`src/vgf_pkg.sv`:
```
// ----------------------------------------------------------------------------
// vgf_pkg
// Shared constants, codes and control types of the voxel grid point filter.
// ----------------------------------------------------------------------------
`timescale 1ns / 1ps
`default_nettype none

package vgf_pkg;

	// grid geometry
	localparam int GRID_SIDE = 32;
	localparam int CRD_W     = $clog2(GRID_SIDE);
	localparam int MAP_DEPTH = GRID_SIDE * GRID_SIDE * GRID_SIDE;
	localparam int IDX_W     = $clog2(MAP_DEPTH);
	localparam int PRD_W     = 3 * CRD_W;
	localparam int SUM_W     = PRD_W + 1;

	// visited store: rows of bits, one valid flop per row
	localparam int ROW_AW   = (IDX_W > 8) ? 8 : IDX_W - 1;
	localparam int ROW_BW   = IDX_W - ROW_AW;
	localparam int ROWS     = 2 ** ROW_AW;
	localparam int ROW_BITS = 2 ** ROW_BW;

	// configuration registers
	localparam int CFG_IDX_W = 2;
	localparam logic [CFG_IDX_W-1:0] REG_INV_LEAF   = 2'd0;
	localparam logic [CFG_IDX_W-1:0] REG_BOUND_LOW  = 2'd1;
	localparam logic [CFG_IDX_W-1:0] REG_BOUND_HIGH = 2'd2;

	localparam logic [31:0] INV_LEAF_RST   = 32'd65536;
	localparam logic [31:0] BOUND_LOW_RST  = 32'hFFF1_0000;
	localparam logic [31:0] BOUND_HIGH_RST = 32'h000F_0000;

	// operand of the shared multiplier
	typedef enum logic [2:0] {
		OP_LO = 3'd0,
		OP_HI = 3'd1,
		OP_X  = 3'd2,
		OP_Y  = 3'd3,
		OP_Z  = 3'd4
	} op_t;

	typedef struct packed {
		logic load;
		logic mul_en;
		op_t  mul_op;
		logic cap_en;
		op_t  cap_op;
		logic chk_en;
		logic idx1_en;
		logic idx2_en;
		logic rd_en;
		logic wr_en;
		logic out_load;
	} cmd_t;

	typedef struct packed {
		logic pass;
		logic inrng;
		logic hit;
		logic out_busy;
	} sts_t;

endpackage

`default_nettype wire

```
`src/vgf_ctrl.sv`:
```
// ----------------------------------------------------------------------------
// vgf_ctrl
// Sequencer of the filter: steps one point through multiply, check, index,
// store lookup and output.
// ----------------------------------------------------------------------------
`timescale 1ns / 1ps
`default_nettype none

module vgf_ctrl (
	input  wire logic          clk,
	input  wire logic          arst_n,
	input  wire logic          in_valid,
	output logic               in_ready,
	input  wire vgf_pkg::sts_t sts,
	output vgf_pkg::cmd_t      cmd
);
	import vgf_pkg::*;

	typedef enum logic [12:0] {
		S_IDLE = 13'b0000000000001,
		S_MLO  = 13'b0000000000010,
		S_MHI  = 13'b0000000000100,
		S_MX   = 13'b0000000001000,
		S_MY   = 13'b0000000010000,
		S_MZ   = 13'b0000000100000,
		S_MCAP = 13'b0000001000000,
		S_CHK  = 13'b0000010000000,
		S_IDX1 = 13'b0000100000000,
		S_IDX2 = 13'b0001000000000,
		S_RD   = 13'b0010000000000,
		S_WR   = 13'b0100000000000,
		S_OUT  = 13'b1000000000000
	} state_t;

	state_t state_q, state_nxt;

	always_ff @(posedge clk or negedge arst_n) begin
		if (!arst_n) begin
			state_q <= S_IDLE;
		end else begin
			state_q <= state_nxt;
		end
	end

	assign in_ready = (state_q == S_IDLE);

	always_comb begin
		state_nxt = state_q;
		cmd       = '0;
		case (state_q)
			S_IDLE: begin
				if (in_valid) begin
					cmd.load  = 1'b1;
					state_nxt = S_MLO;
				end
			end
			S_MLO: begin
				cmd.mul_en = 1'b1;
				cmd.mul_op = OP_LO;
				state_nxt  = S_MHI;
			end
			S_MHI: begin
				cmd.mul_en = 1'b1;
				cmd.mul_op = OP_HI;
				cmd.cap_en = 1'b1;
				cmd.cap_op = OP_LO;
				state_nxt  = S_MX;
			end
			S_MX: begin
				cmd.mul_en = 1'b1;
				cmd.mul_op = OP_X;
				cmd.cap_en = 1'b1;
				cmd.cap_op = OP_HI;
				state_nxt  = S_MY;
			end
			S_MY: begin
				cmd.mul_en = 1'b1;
				cmd.mul_op = OP_Y;
				cmd.cap_en = 1'b1;
				cmd.cap_op = OP_X;
				state_nxt  = S_MZ;
			end
			S_MZ: begin
				cmd.mul_en = 1'b1;
				cmd.mul_op = OP_Z;
				cmd.cap_en = 1'b1;
				cmd.cap_op = OP_Y;
				state_nxt  = S_MCAP;
			end
			S_MCAP: begin
				cmd.cap_en = 1'b1;
				cmd.cap_op = OP_Z;
				state_nxt  = S_CHK;
			end
			S_CHK: begin
				cmd.chk_en = 1'b1;
				state_nxt  = S_IDX1;
			end
			S_IDX1: begin
				cmd.idx1_en = 1'b1;
				// oversized grid forwards every point, in range or not
				if (sts.pass) begin
					state_nxt = S_OUT;
				end else if (!sts.inrng) begin
					state_nxt = S_IDLE;
				end else begin
					state_nxt = S_IDX2;
				end
			end
			S_IDX2: begin
				cmd.idx2_en = 1'b1;
				state_nxt   = S_RD;
			end
			S_RD: begin
				cmd.rd_en = 1'b1;
				state_nxt = S_WR;
			end
			S_WR: begin
				if (sts.hit) begin
					state_nxt = S_IDLE;
				end else begin
					cmd.wr_en = 1'b1;
					state_nxt = S_OUT;
				end
			end
			S_OUT: begin
				if (!sts.out_busy) begin
					cmd.out_load = 1'b1;
					state_nxt    = S_IDLE;
				end
			end
			default: begin
				state_nxt = S_IDLE;
			end
		endcase
	end

endmodule

`default_nettype wire

```
`config.mk`:
```
export PLATFORM = sky130hd
export DESIGN_NAME = vgf_ctrl
export DESIGN_NICKNAME = d
export VERILOG_FILES = /design/src/vgf_pkg.sv /design/src/vgf_ctrl.sv
export SDC_FILE = /design/constraint.sdc
export NUM_CORES = 1
export LEC_CHECK = 0
export ABC_AREA = 1
export BUFFER_PORTS_ARGS = -buffer_cell sky130_fd_sc_hd__buf_2
export CAP_MARGIN = 15
export CORE_MARGIN = 1.5
export CORE_UTILIZATION = 30
export CTS_CLUSTER_SIZE = 12
export DETAILED_ROUTE_END_ITERATION = 10
export HOLD_SLACK_MARGIN = 0.08
export PLACE_DENSITY = 0.57
export SLEW_MARGIN = 20
export SYNTH_ARGS = -nofsm -noshare
export SYNTH_HDL_FRONTEND = slang
export SYNTH_SLANG_ARGS = --single-unit
```
`constraint.sdc`:
```
create_clock -name clk -period 2.8 [get_ports clk]
set_input_delay 0.42 -clock clk [delete_from_list [all_inputs] [get_ports clk]]
set_output_delay 0.42 -clock clk [all_outputs]
set_load 0.005 [all_outputs]
```
==> out/metrics.csv, run 1 <==
stage,metric,value,unit
power_and_ir_drop,swShare,0.392,
final_layout,top_regs,state_q x13,
drt,dr.pass1.iters,4,
placement,gp_congestion,0.790,
placement,portBuffers,22,
grt,grt_pass1_wl,2980,µm
final_layout,nNetsFinal,156,
synth,yosysTopAreaCellShare,0.343,
clocking,cts_tree,yes,
grt,grt_max_degree,14,
sta,tightest_slew,0.309,ns
power_and_ir_drop,power_density,566,nW/µm²
power_and_ir_drop,switching_power,0.236,mW
final_layout,syn_to_final_growth,21.1,%
drt,drt-vias-per-instance,4.36,
power_and_ir_drop,p_int,0.365,mW
floorplan,rows,19,
clocking,ctsResizeCount,0,
grt,overflow,0,
synth,synthTopCellsByArea,"dfrtp_1 (34%), inv_1 (12%), nand2_1 (10%), nor2_1 (10%), nand2_4 (5.1%)",
floorplan,die_y,57.0,µm
power_and_ir_drop,ir_drop,0.000345,V
drt,drt_iter0_markers,7,
final_layout,antennaDiodeCount,0,
final_layout,drive_gt1_frac,0.324,
clocking,clockBufferDepth,2,
critical_path,critical_path_peak_fanout,4,
clocking,postCtsSetupRepairBufs,0,
floorplan,core_area,2760,µm²
final_layout,nFillCells,292,
sta,fmaxAchievable,494,MHz
power_and_ir_drop,leakagePower,0.757,nW
clocking,root_buffer,clkbuf_4,
synth,yosys_warnings,0,
grt,grt_pass1_vias,693,
floorplan,die_w,57.0,µm
sta,layout_min_cycle_time,2.02,ns
critical_path,cp.arrival,1.60,ns
sta,setup-tns-final,0,ns
drt,drc_errors,0,
clocking,clock_sinks,13,
worst_hold_path,hp-class,input pin to flop,
synth,synth_cells,121,
placement,dpl.hpwl,1460,µm
job,drv_cap,0,
sta,hold_viol_final,0,
synth,syn_area_per_cell,7.24,µm²
sta,final-max-slew-violation-count,0,
power_and_ir_drop,combPwrFrac,0.419,
final_layout,largest_register_ffs,13,
synth,synth_cell_types,17,
synth,synth-seq-cells,13,
drt,drt-wirelength-per-cell,9.80,µm
sta,hold_slack,0.328,ns
synth,syn-cell-area,876,µm²
power_and_ir_drop,clkPwrFrac,0.201,
critical_path,startpoint_type,flop,
critical_path,required,2.38,ns
clocking,clk_pin_slew,0.08,ns
grt,track_usage,0.121,
clocking,cts_max_level,1,
drt,num_vias,780,
clocking,clk_latency,0.28,ns
floorplan,die_area,3250,µm²
synth,ys_seq_area_frac,0.373,
sta,slew_headroom,0.794,
drt,drt_wl_total,1750,µm
sta,grt_setup_unrepaired,no,
floorplan,start_util,0.318,
critical_path,crit_type,flop to primary output,
clocking,cts_inserted_buffers,3,
sta,min_period_over_period,0.723,
status,status,finished clean,
synth,synth_nets,128,
floorplan,io_pins,23,
final_layout,top_register,state_q,
sta,setup_violations,0,
power_and_ir_drop,power_frac_seq,0.380,
sta,skew,0.00489,ns
critical_path,end_kind,primary output,
grt,antenna_found_initial,0,
synth,synth_area_leader_cell,dfrtp_1,
drt,postRouteAntennaNets,0,
[critical path: stages, from the launching register on]
cell     delay (ns)
dfrtp_1        0.41
nor2_2         0.20
nand2_4        0.11
nor2_1         0.16
nand3_1        0.14
nand2_2        0.10
nor2_2         0.05
nand2_1        0.05
buf_2          0.11
[layout make-up]
class	instances	area, µm²	share of cell area
Clock buffer	4	26.3	0.0248
Tap cell	31	38.8	0.0366
Sequential cell	13	327	0.308
Timing Repair Buffer	23	120	0.113
Inverter	27	101	0.0955
Multi-Input combinational cell	81	448	0.422
[placed cells by master, fill, tap and decap left out]
cell / netlist / layout
a211o_1: 1 / 1
a21oi_2: 1 / 1
buf_2: 0 / 22
clkbuf_1: 0 / 1
clkbuf_4: 0 / 3
dfrtp_1: 12 / 12
dfstp_2: 1 / 1
dlygate4sd3_1: 0 / 1
inv_1: 27 / 27
nand2_1: 24 / 24
nand2_2: 5 / 5
nand2_4: 4 / 4
nand3_1: 8 / 8
nand3_2: 2 / 2
nand3b_1: 1 / 1
nor2_1: 24 / 24
nor2_2: 6 / 6
nor2_4: 1 / 1
nor2_8: 2 / 2
nor3_2: 1 / 1
nor3b_1: 1 / 1
[metrics by stage]
stage | util | setup WS [ns] | total power, mW | cells | cell area [µm²]
finish | 0.385 | 0.776 | 0.601 | 179 | 1060
global route | 0.385 | 0.639 | 0.650 | 179 | 1060
CTS | 0.385 | 0.745 | 0.609 | 179 | 1060
detailed placement | 0.372 | 1.07 | 0.487 | 174 | 1020
global placement | 0.372 | 1.11 | 0.487 | 174 | 1020
floorplan | - | 1.27 | 0.423 | 121 | 876
[cells in the mapped netlist]
cell       n
inv_1     27
nand3_2    2
a21oi_2    1
a211o_1    1
dfrtp_1   12
nand2_4    4
nor3b_1    1
nor2_4     1
nand3b_1   1
nor3_2     1
nand2_2    5
nand3_1    8
nor2_2     6
dfstp_2    1
nor2_8     2
nor2_1    24
nand2_1   24
[path summary, 6_finish.rpt]
kind	cells after the start	to	startpoint	slack (ns)
max in group asynchronous	2	state_q[0]	arst_n	1.97
min in group asynchronous	2	state_q[10]	arst_n	0.55
setup reg to reg	8	state_q[0]	state_q[0]	1.40
hold reg to reg	3	state_q[4]	state_q[2]	0.60
setup / recovery	8	cmd[9]	state_q[4]	0.78
hold / removal	2	state_q[9]	sts[3]	0.33
[layer usage]
layer,global-route usage,vias to the layer above,share of wire
met5,0,-,0
met4,0.0698,0,0.023
met3,0.0204,4,0.027
met2,0.202,14,0.50
met1,0.146,352,0.44
li1,-,410,-
[kinds of logic after synthesis]
| family | count (synthesis) | share of synthesized area |
|---|---|---|
| buf+inv | 27 | 0.116 |
| simple gates | 79 | 0.491 |
| flops | 13 | 0.373 |
| compound gates | 2 | 0.0200 |
[power groups by stage]
stage	logic (mW)	clock network, mW	registers [mW]
floorplan	0.193	0	0.230
global placement	0.255	0	0.232
detailed placement	0.255	0	0.232
CTS	0.257	0.124	0.228
global route	0.284	0.136	0.231
finish	0.252	0.121	0.228
[what timing repair did]
| item | CTS | global route |
|---|---|---|
| endpoints found under the setup margin | 0 | 0 |
| endpoints found under the hold margin | 12 | 0 |
| hold buffers | 1 | 0 |
No activity file was read; power rests on OpenSTA's default activity.
==> run 2: changes to the inputs <==
==> constraint.sdc (replaced) <==
create_clock -name clk -period 1.9 [get_ports clk]
set_input_delay 0.285 -clock clk [delete_from_list [all_inputs] [get_ports clk]]
set_output_delay 0.285 -clock clk [all_outputs]
set_load 0.005 [all_outputs]
==> out/metrics.csv, run 2 (synthesis results as in run 1) <==
stage,metric,value,unit,change
grt,grt_max_degree,14,,unchanged
job,drv_cap,0,,unchanged
final_layout,nNetsFinal,161,,+3.2%
critical_path,required,1.62,ns,-0.76 ns
drt,drt_iter0_markers,10,,+3
critical_path,crit_type,flop to primary output,,
floorplan,start_util,0.318,,unchanged
final_layout,antennaDiodeCount,0,,unchanged
floorplan,io_pins,23,,unchanged
final_layout,final_cell_mix,"inv_1 (27), nand2_1 (23), buf_2 (22)",,
final_layout,multiInputGateArea,513,µm²,+15%
placement,pre_cts_slack,0.309,ns,-0.765 ns
grt,grt_pass1_vias,698,,+0.72%
power_and_ir_drop,leakagePower,0.794,nW,+4.9%
placement,gp_congestion,0.790,,unchanged
sta,min_period_over_period,0.969,,
clocking,clockBufferDepth,2,,unchanged
floorplan,core_area,2760,µm²,unchanged
critical_path,cpMaxStageDelayCell,dfrtp_1,,
sta,setup_violations,0,,unchanged
clocking,cts_inserted_buffers,3,,unchanged
power_and_ir_drop,total_power,0.944,mW,+57%
final_layout,top_register,state_q,,
grt,overflow,0,,unchanged
power_and_ir_drop,power_density,809,nW/µm²,+43%
clocking,clk_pin_slew,0.08,ns,about the same
sta,layout_min_cycle_time,1.84,ns,
critical_path,path_cells,"nor2_4, nand2_4, nor2_8, nand3_4, nand2_4, nor2_4, nand2_1, buf_2",,
drt,dr.pass1.iters,4,,unchanged
final_layout,final_common_cell,inv_1,,
clocking,cts_max_level,1,,unchanged
placement,postPlaceCellArea,1020,µm²,unchanged
final_layout,drive_gt1_frac,0.379,,+0.0548
sta,final-max-slew-violation-count,0,,unchanged
sta,layout_setup_ws,0.0585,ns,-0.717 ns
sta,grt_setup_unrepaired,yes,,
critical_path,critPathMaxStageDelay,0.42,ns,about the same
drt,drc_errors,0,,unchanged
worst_hold_path,hp-class,input pin to flop,,
placement,portBuffers,22,,unchanged
grt,track_usage,0.122,,+0.000947
final_layout,largest_register_ffs,13,,unchanged
floorplan,die_w,57.0,µm,unchanged
clocking,root_buffer,clkbuf_4,,
drt,num_vias,803,,+2.9%
clocking,clk_latency,0.28,ns,about the same
final_layout,top_regs,state_q x13,,
drt,drt_wl_total,1840,µm,+4.9%
drt,drt-vias-per-instance,4.36,,+0.15%
clocking,clock_sinks,13,,unchanged
final_layout,postLayoutCoreUtil,0.423,,+0.0386
grt,antenna_found_initial,0,,unchanged
power_and_ir_drop,ir_drop,0.000510,V,+48%
sta,skew,0.00415,ns,-0.000744 ns
final_layout,final_area,1170,µm²,+10%
floorplan,die_y,57.0,µm,unchanged
floorplan,die_area,3250,µm²,unchanged
sta,tightest_slew,0.311,ns,+0.00281 ns
placement,dpl.hpwl,1460,µm,unchanged
critical_path,critical_path_peak_fanout,7,,+3
critical_path,cp.arrival,1.56,ns,-0.04 ns
final_layout,seq_area,327,µm²,unchanged
critical_path,startpoint_type,flop,,
placement,dp.cells,174,,unchanged
final_layout,syn_to_final_growth,33.3,%,
sta,hold_slack,0.194,ns,-0.134 ns
sta,slew_headroom,0.792,,-0.00187
floorplan,rows,19,,unchanged
sta,setup-tns-final,0,ns,unchanged
final_layout,stdcell_count,184,,+2.8%
drt,drt-wirelength-per-cell,10.0,µm,+2.1%
status,status,finished clean,,
sta,fmaxAchievable,543,MHz,
critical_path,end_kind,primary output,,
clocking,cts_tree,yes,,
sta,hold_viol_final,0,,unchanged
final_layout,nFillCells,283,,-3.1%
drt,postRouteAntennaNets,0,,unchanged
grt,grt_pass1_wl,3010,µm,+0.94%
run 2: cell count changes in the layout (fill, tap and decap cells not counted), moves of 2 or more:
cell,before,now
buf_4,0,4
nand2_4,4,6
nand3_4,0,2
nor2_1,24,21
nor2_2,6,4
nor2_4,1,6
run 2: worst paths after layout:
| path | from | to | slack, ns | depth (start not counted) |
|---|---|---|---|---|
| max | state_q[10] | cmd[9] | 0.06 | 8 |
| min | sts[3] | state_q[9] | 0.19 | 2 |
| max reg2reg | state_q[10] | state_q[0] | 0.49 | 8 |
| min reg2reg | state_q[3] | state_q[3] | 0.65 | 3 |
| max in group asynchronous | arst_n | state_q[0] | 1.20 | 2 |
| min in group asynchronous | arst_n | state_q[10] | 0.42 | 2 |
run 2: power by group:
part	internal (mW)	switching [mW]	total [mW]
Sequential	0.314	0.0260	0.340
Clock	0.0815	0.0964	0.178
Combinational	0.168	0.258	0.426
Total	0.564	0.380	0.944
run 2: critical path: cells and delay by family, from the launching register on:
| kind | cells | cell delay, ns |
|---|---|---|
| flip-flops | 1 | 0.42 |
| AND/OR/NAND/NOR | 7 | 0.75 |
| buffers and inverters | 1 | 0.11 |
run 2: timing repair:
action,4_1_cts,5_1_grt
pin swaps,0,5
resized for setup,2,13
hold buffers,1,0
endpoints found under the hold margin,12,0
setup endpoints to repair,2,3
setup buffers,1,4
run 2: per-layer routing:
layer  vias to the layer above  track usage  wire length, µm
li1                        423            -                -
met1                       360        0.149              790
met2                        16        0.202              943
met3                         4       0.0204               63
met4                         0       0.0698               42
met5                         -            0                0
run 2: cell type report:
| type | instances | area share |
|---|---|---|
| Tap cell | 31 | 0.0332 |
| Timing Repair Buffer | 28 | 0.138 |
| Inverter | 27 | 0.0868 |
| Multi-Input combinational cell | 81 | 0.439 |
| Clock buffer | 4 | 0.0225 |
| Sequential cell | 13 | 0.280 |
==> run 3: changes to the inputs <==
--- a/config.mk
+++ b/config.mk
@@ -13,7 +13,7 @@
 export CTS_CLUSTER_SIZE = 12
 export DETAILED_ROUTE_END_ITERATION = 10
 export HOLD_SLACK_MARGIN = 0.08
-export PLACE_DENSITY = 0.57
+export PLACE_DENSITY_LB_ADDON = 0.12
 export SLEW_MARGIN = 20
 export SYNTH_ARGS = -nofsm -noshare
 export SYNTH_HDL_FRONTEND = slang
==> out/metrics.csv, run 3 (synthesis results as in run 1) <==
stage,metric,value,unit,change
critical_path,path_common_cell,nand2_2,,
floorplan,start_util,0.318,,unchanged
critical_path,r2r-start,state_q[0],,
floorplan,core_area,2760,µm²,unchanged
final_layout,nNetsFinal,163,,+1.2%
placement,dp.cells,174,,unchanged
placement,gp_congestion,0.717,,-9.3%
critical_path,cp.arrival,1.54,ns,-0.02 ns
worst_hold_path,min_to,state_q[9],,
critical_path,crit_type,flop to primary output,,
drt,drt-wirelength-per-cell,10.1,µm,+1.4%
sta,setup-tns-final,0,ns,unchanged
sta,layout_setup_ws,0.0729,ns,+0.0144 ns
placement,portBuffers,22,,unchanged
drt,dr.pass1.iters,4,,unchanged
sta,grt_setup_unrepaired,yes,,
drt,num_vias,799,,-0.50%
sta,layout_min_cycle_time,1.83,ns,-0.0144 ns
job,drv_cap,0,,unchanged
grt,overflow,0,,unchanged
final_layout,stdcell_count,186,,+1.1%
critical_path,rr_endpoint,state_q[0],,
final_layout,seq_area,327,µm²,unchanged
clocking,clock_sinks,13,,unchanged
final_layout,postLayoutCoreUtil,0.418,,-0.00499
drt,drc_errors,0,,unchanged
clocking,clk_pin_slew,0.08,ns,about the same
grt,antenna_found_initial,0,,unchanged
final_layout,largest_register_ffs,13,,unchanged
final_layout,syn_to_final_growth,31.7,%,
sta,hold_slack,0.204,ns,+0.0101 ns
critical_path,cpMaxStageDelayCell,dfstp_2,,
floorplan,die_y,57.0,µm,unchanged
final_layout,drive_gt1_frac,0.387,,+0.00801
clocking,root_buffer,clkbuf_4,,
drt,postRouteAntennaNets,0,,unchanged
final_layout,multiInputGateArea,488,µm²,-4.9%
clocking,cts_tree,yes,,
critical_path,reg2regPathDepth,9,,+1
sta,tightest_slew,0.312,ns,+0.000858 ns
sta,skew,0.000896,ns,-0.00326 ns
clocking,cts_max_level,1,,unchanged
final_layout,final_area,1150,µm²,-1.2%
clocking,cts_inserted_buffers,3,,unchanged
critical_path,critPathLaunch,state_q[0],,
drt,drt_iter0_markers,17,,+7
placement,postPlaceCellArea,1020,µm²,unchanged
critical_path,worst-path-buf-inv,1,,unchanged
grt,grt_pass1_wl,3020,µm,+0.47%
grt,grt_pass1_vias,694,,-0.57%
power_and_ir_drop,leakagePower,0.799,nW,+0.63%
floorplan,io_pins,23,,unchanged
worst_hold_path,hold_start,sts[3],,
sta,slew_headroom,0.792,,about the same
final_layout,antennaDiodeCount,0,,unchanged
critical_path,r2r_slack,0.43,ns,-0.06 ns
power_and_ir_drop,power_density,839,nW/µm²,+3.8%
sta,fmaxAchievable,547,MHz,+0.79%
sta,final-max-slew-violation-count,0,,unchanged
power_and_ir_drop,total_power,0.968,mW,+2.5%
critical_path,critical_path_peak_fanout,4,,-3
drt,drt_wl_total,1890,µm,+2.5%
drt,drt-vias-per-instance,4.30,,-1.6%
critical_path,required,1.62,ns,about the same
critical_path,critPathMaxStageDelay,0.56,ns,+0.14 ns
critical_path,path_cells,"nor2_4, nand2_4, nor2_1, nand2_2, nand2_2, nor2_4, nand2_2, buf_2",,
sta,min_period_over_period,0.962,,-0.00758
floorplan,die_w,57.0,µm,unchanged
sta,hold_viol_final,0,,unchanged
final_layout,top_regs,state_q x13,,
status,status,finished clean,,
final_layout,top_register,state_q,,
grt,grt_max_degree,14,,unchanged
final_layout,nFillCells,307,,+8.5%
worst_hold_path,whs_path_depth,2,,unchanged
critical_path,crit_family,simple AND/OR/NAND/NOR gates,,
floorplan,die_area,3250,µm²,unchanged
sta,setup_violations,0,,unchanged
power_and_ir_drop,ir_drop,0.000634,V,+24%
critical_path,startpoint_type,flop,,
critical_path,end_kind,primary output,,
final_layout,final_cell_mix,"inv_1 (27), nor2_1 (22), nand2_1 (22), buf_2 (22), dfrtp_1 (12)",,
placement,pre_cts_slack,0.291,ns,-0.0183 ns
floorplan,rows,19,,unchanged
clocking,clockBufferDepth,2,,unchanged
grt,track_usage,0.120,,-0.00153
worst_hold_path,hp-class,input pin to flop,,
final_layout,final_common_cell,inv_1,,
clocking,clk_latency,0.27,ns,about the same
placement,dpl.hpwl,1490,µm,+1.8%
==> run 3: cell count changes in the layout (fill, tap and decap cells not counted) <==
cell,before,now
nand2_1,23,22
buf_4,4,7
nand3_2,1,3
nor2_1,21,22
buf_6,1,0
nand2_2,4,7
nand2_4,6,4
nand3_4,2,0
nor2_2,4,3
==> run 3: power by group <==
| part | internal [mW] | leakage [nW] | switching, mW |
|---|---|---|---|
| clock | 0.0813 | 0.0150 | 0.0895 |
| combinational | 0.189 | 0.608 | 0.261 |
| sequential | 0.314 | 0.177 | 0.0320 |
| total | 0.585 | 0.799 | 0.383 |
==> run 3: routing by layer <==
layer	track usage	vias to the layer above	part of all wire
li1	-	425	-
met1	0.165	353	0.49
met2	0.182	17	0.46
met3	0.0204	4	0.037
met4	0.0598	0	0.014
met5	0	-	0
==> run 3: what timing repair did <==
action	in CTS	in global routing
setup buffers	0	7
setup endpoints to repair	2	2
hold endpoints to repair	12	0
hold buffers	1	0
pin swaps	0	4
resized for setup	3	7
==> run 3: worst max-delay path by stage <==
| stage | to | cells after the start |
|---|---|---|
| 2_1_floorplan | cmd[13] | 7 |
| 3_3_place_gp | cmd[9] | 8 |
| 3_5_place_dp | cmd[9] | 8 |
| 4_1_cts | cmd[9] | 8 |
| 5_1_grt | cmd[9] | 8 |
| 6_report | cmd[9] | 8 |
==> run 3: layout make-up <==
type,count,share of cell area
multi-input cells,81,0.423
repair buffers,30,0.150
flip-flops and latches,13,0.283
well taps,31,0.0336
inverters,27,0.0879
clock buffers,4,0.0228
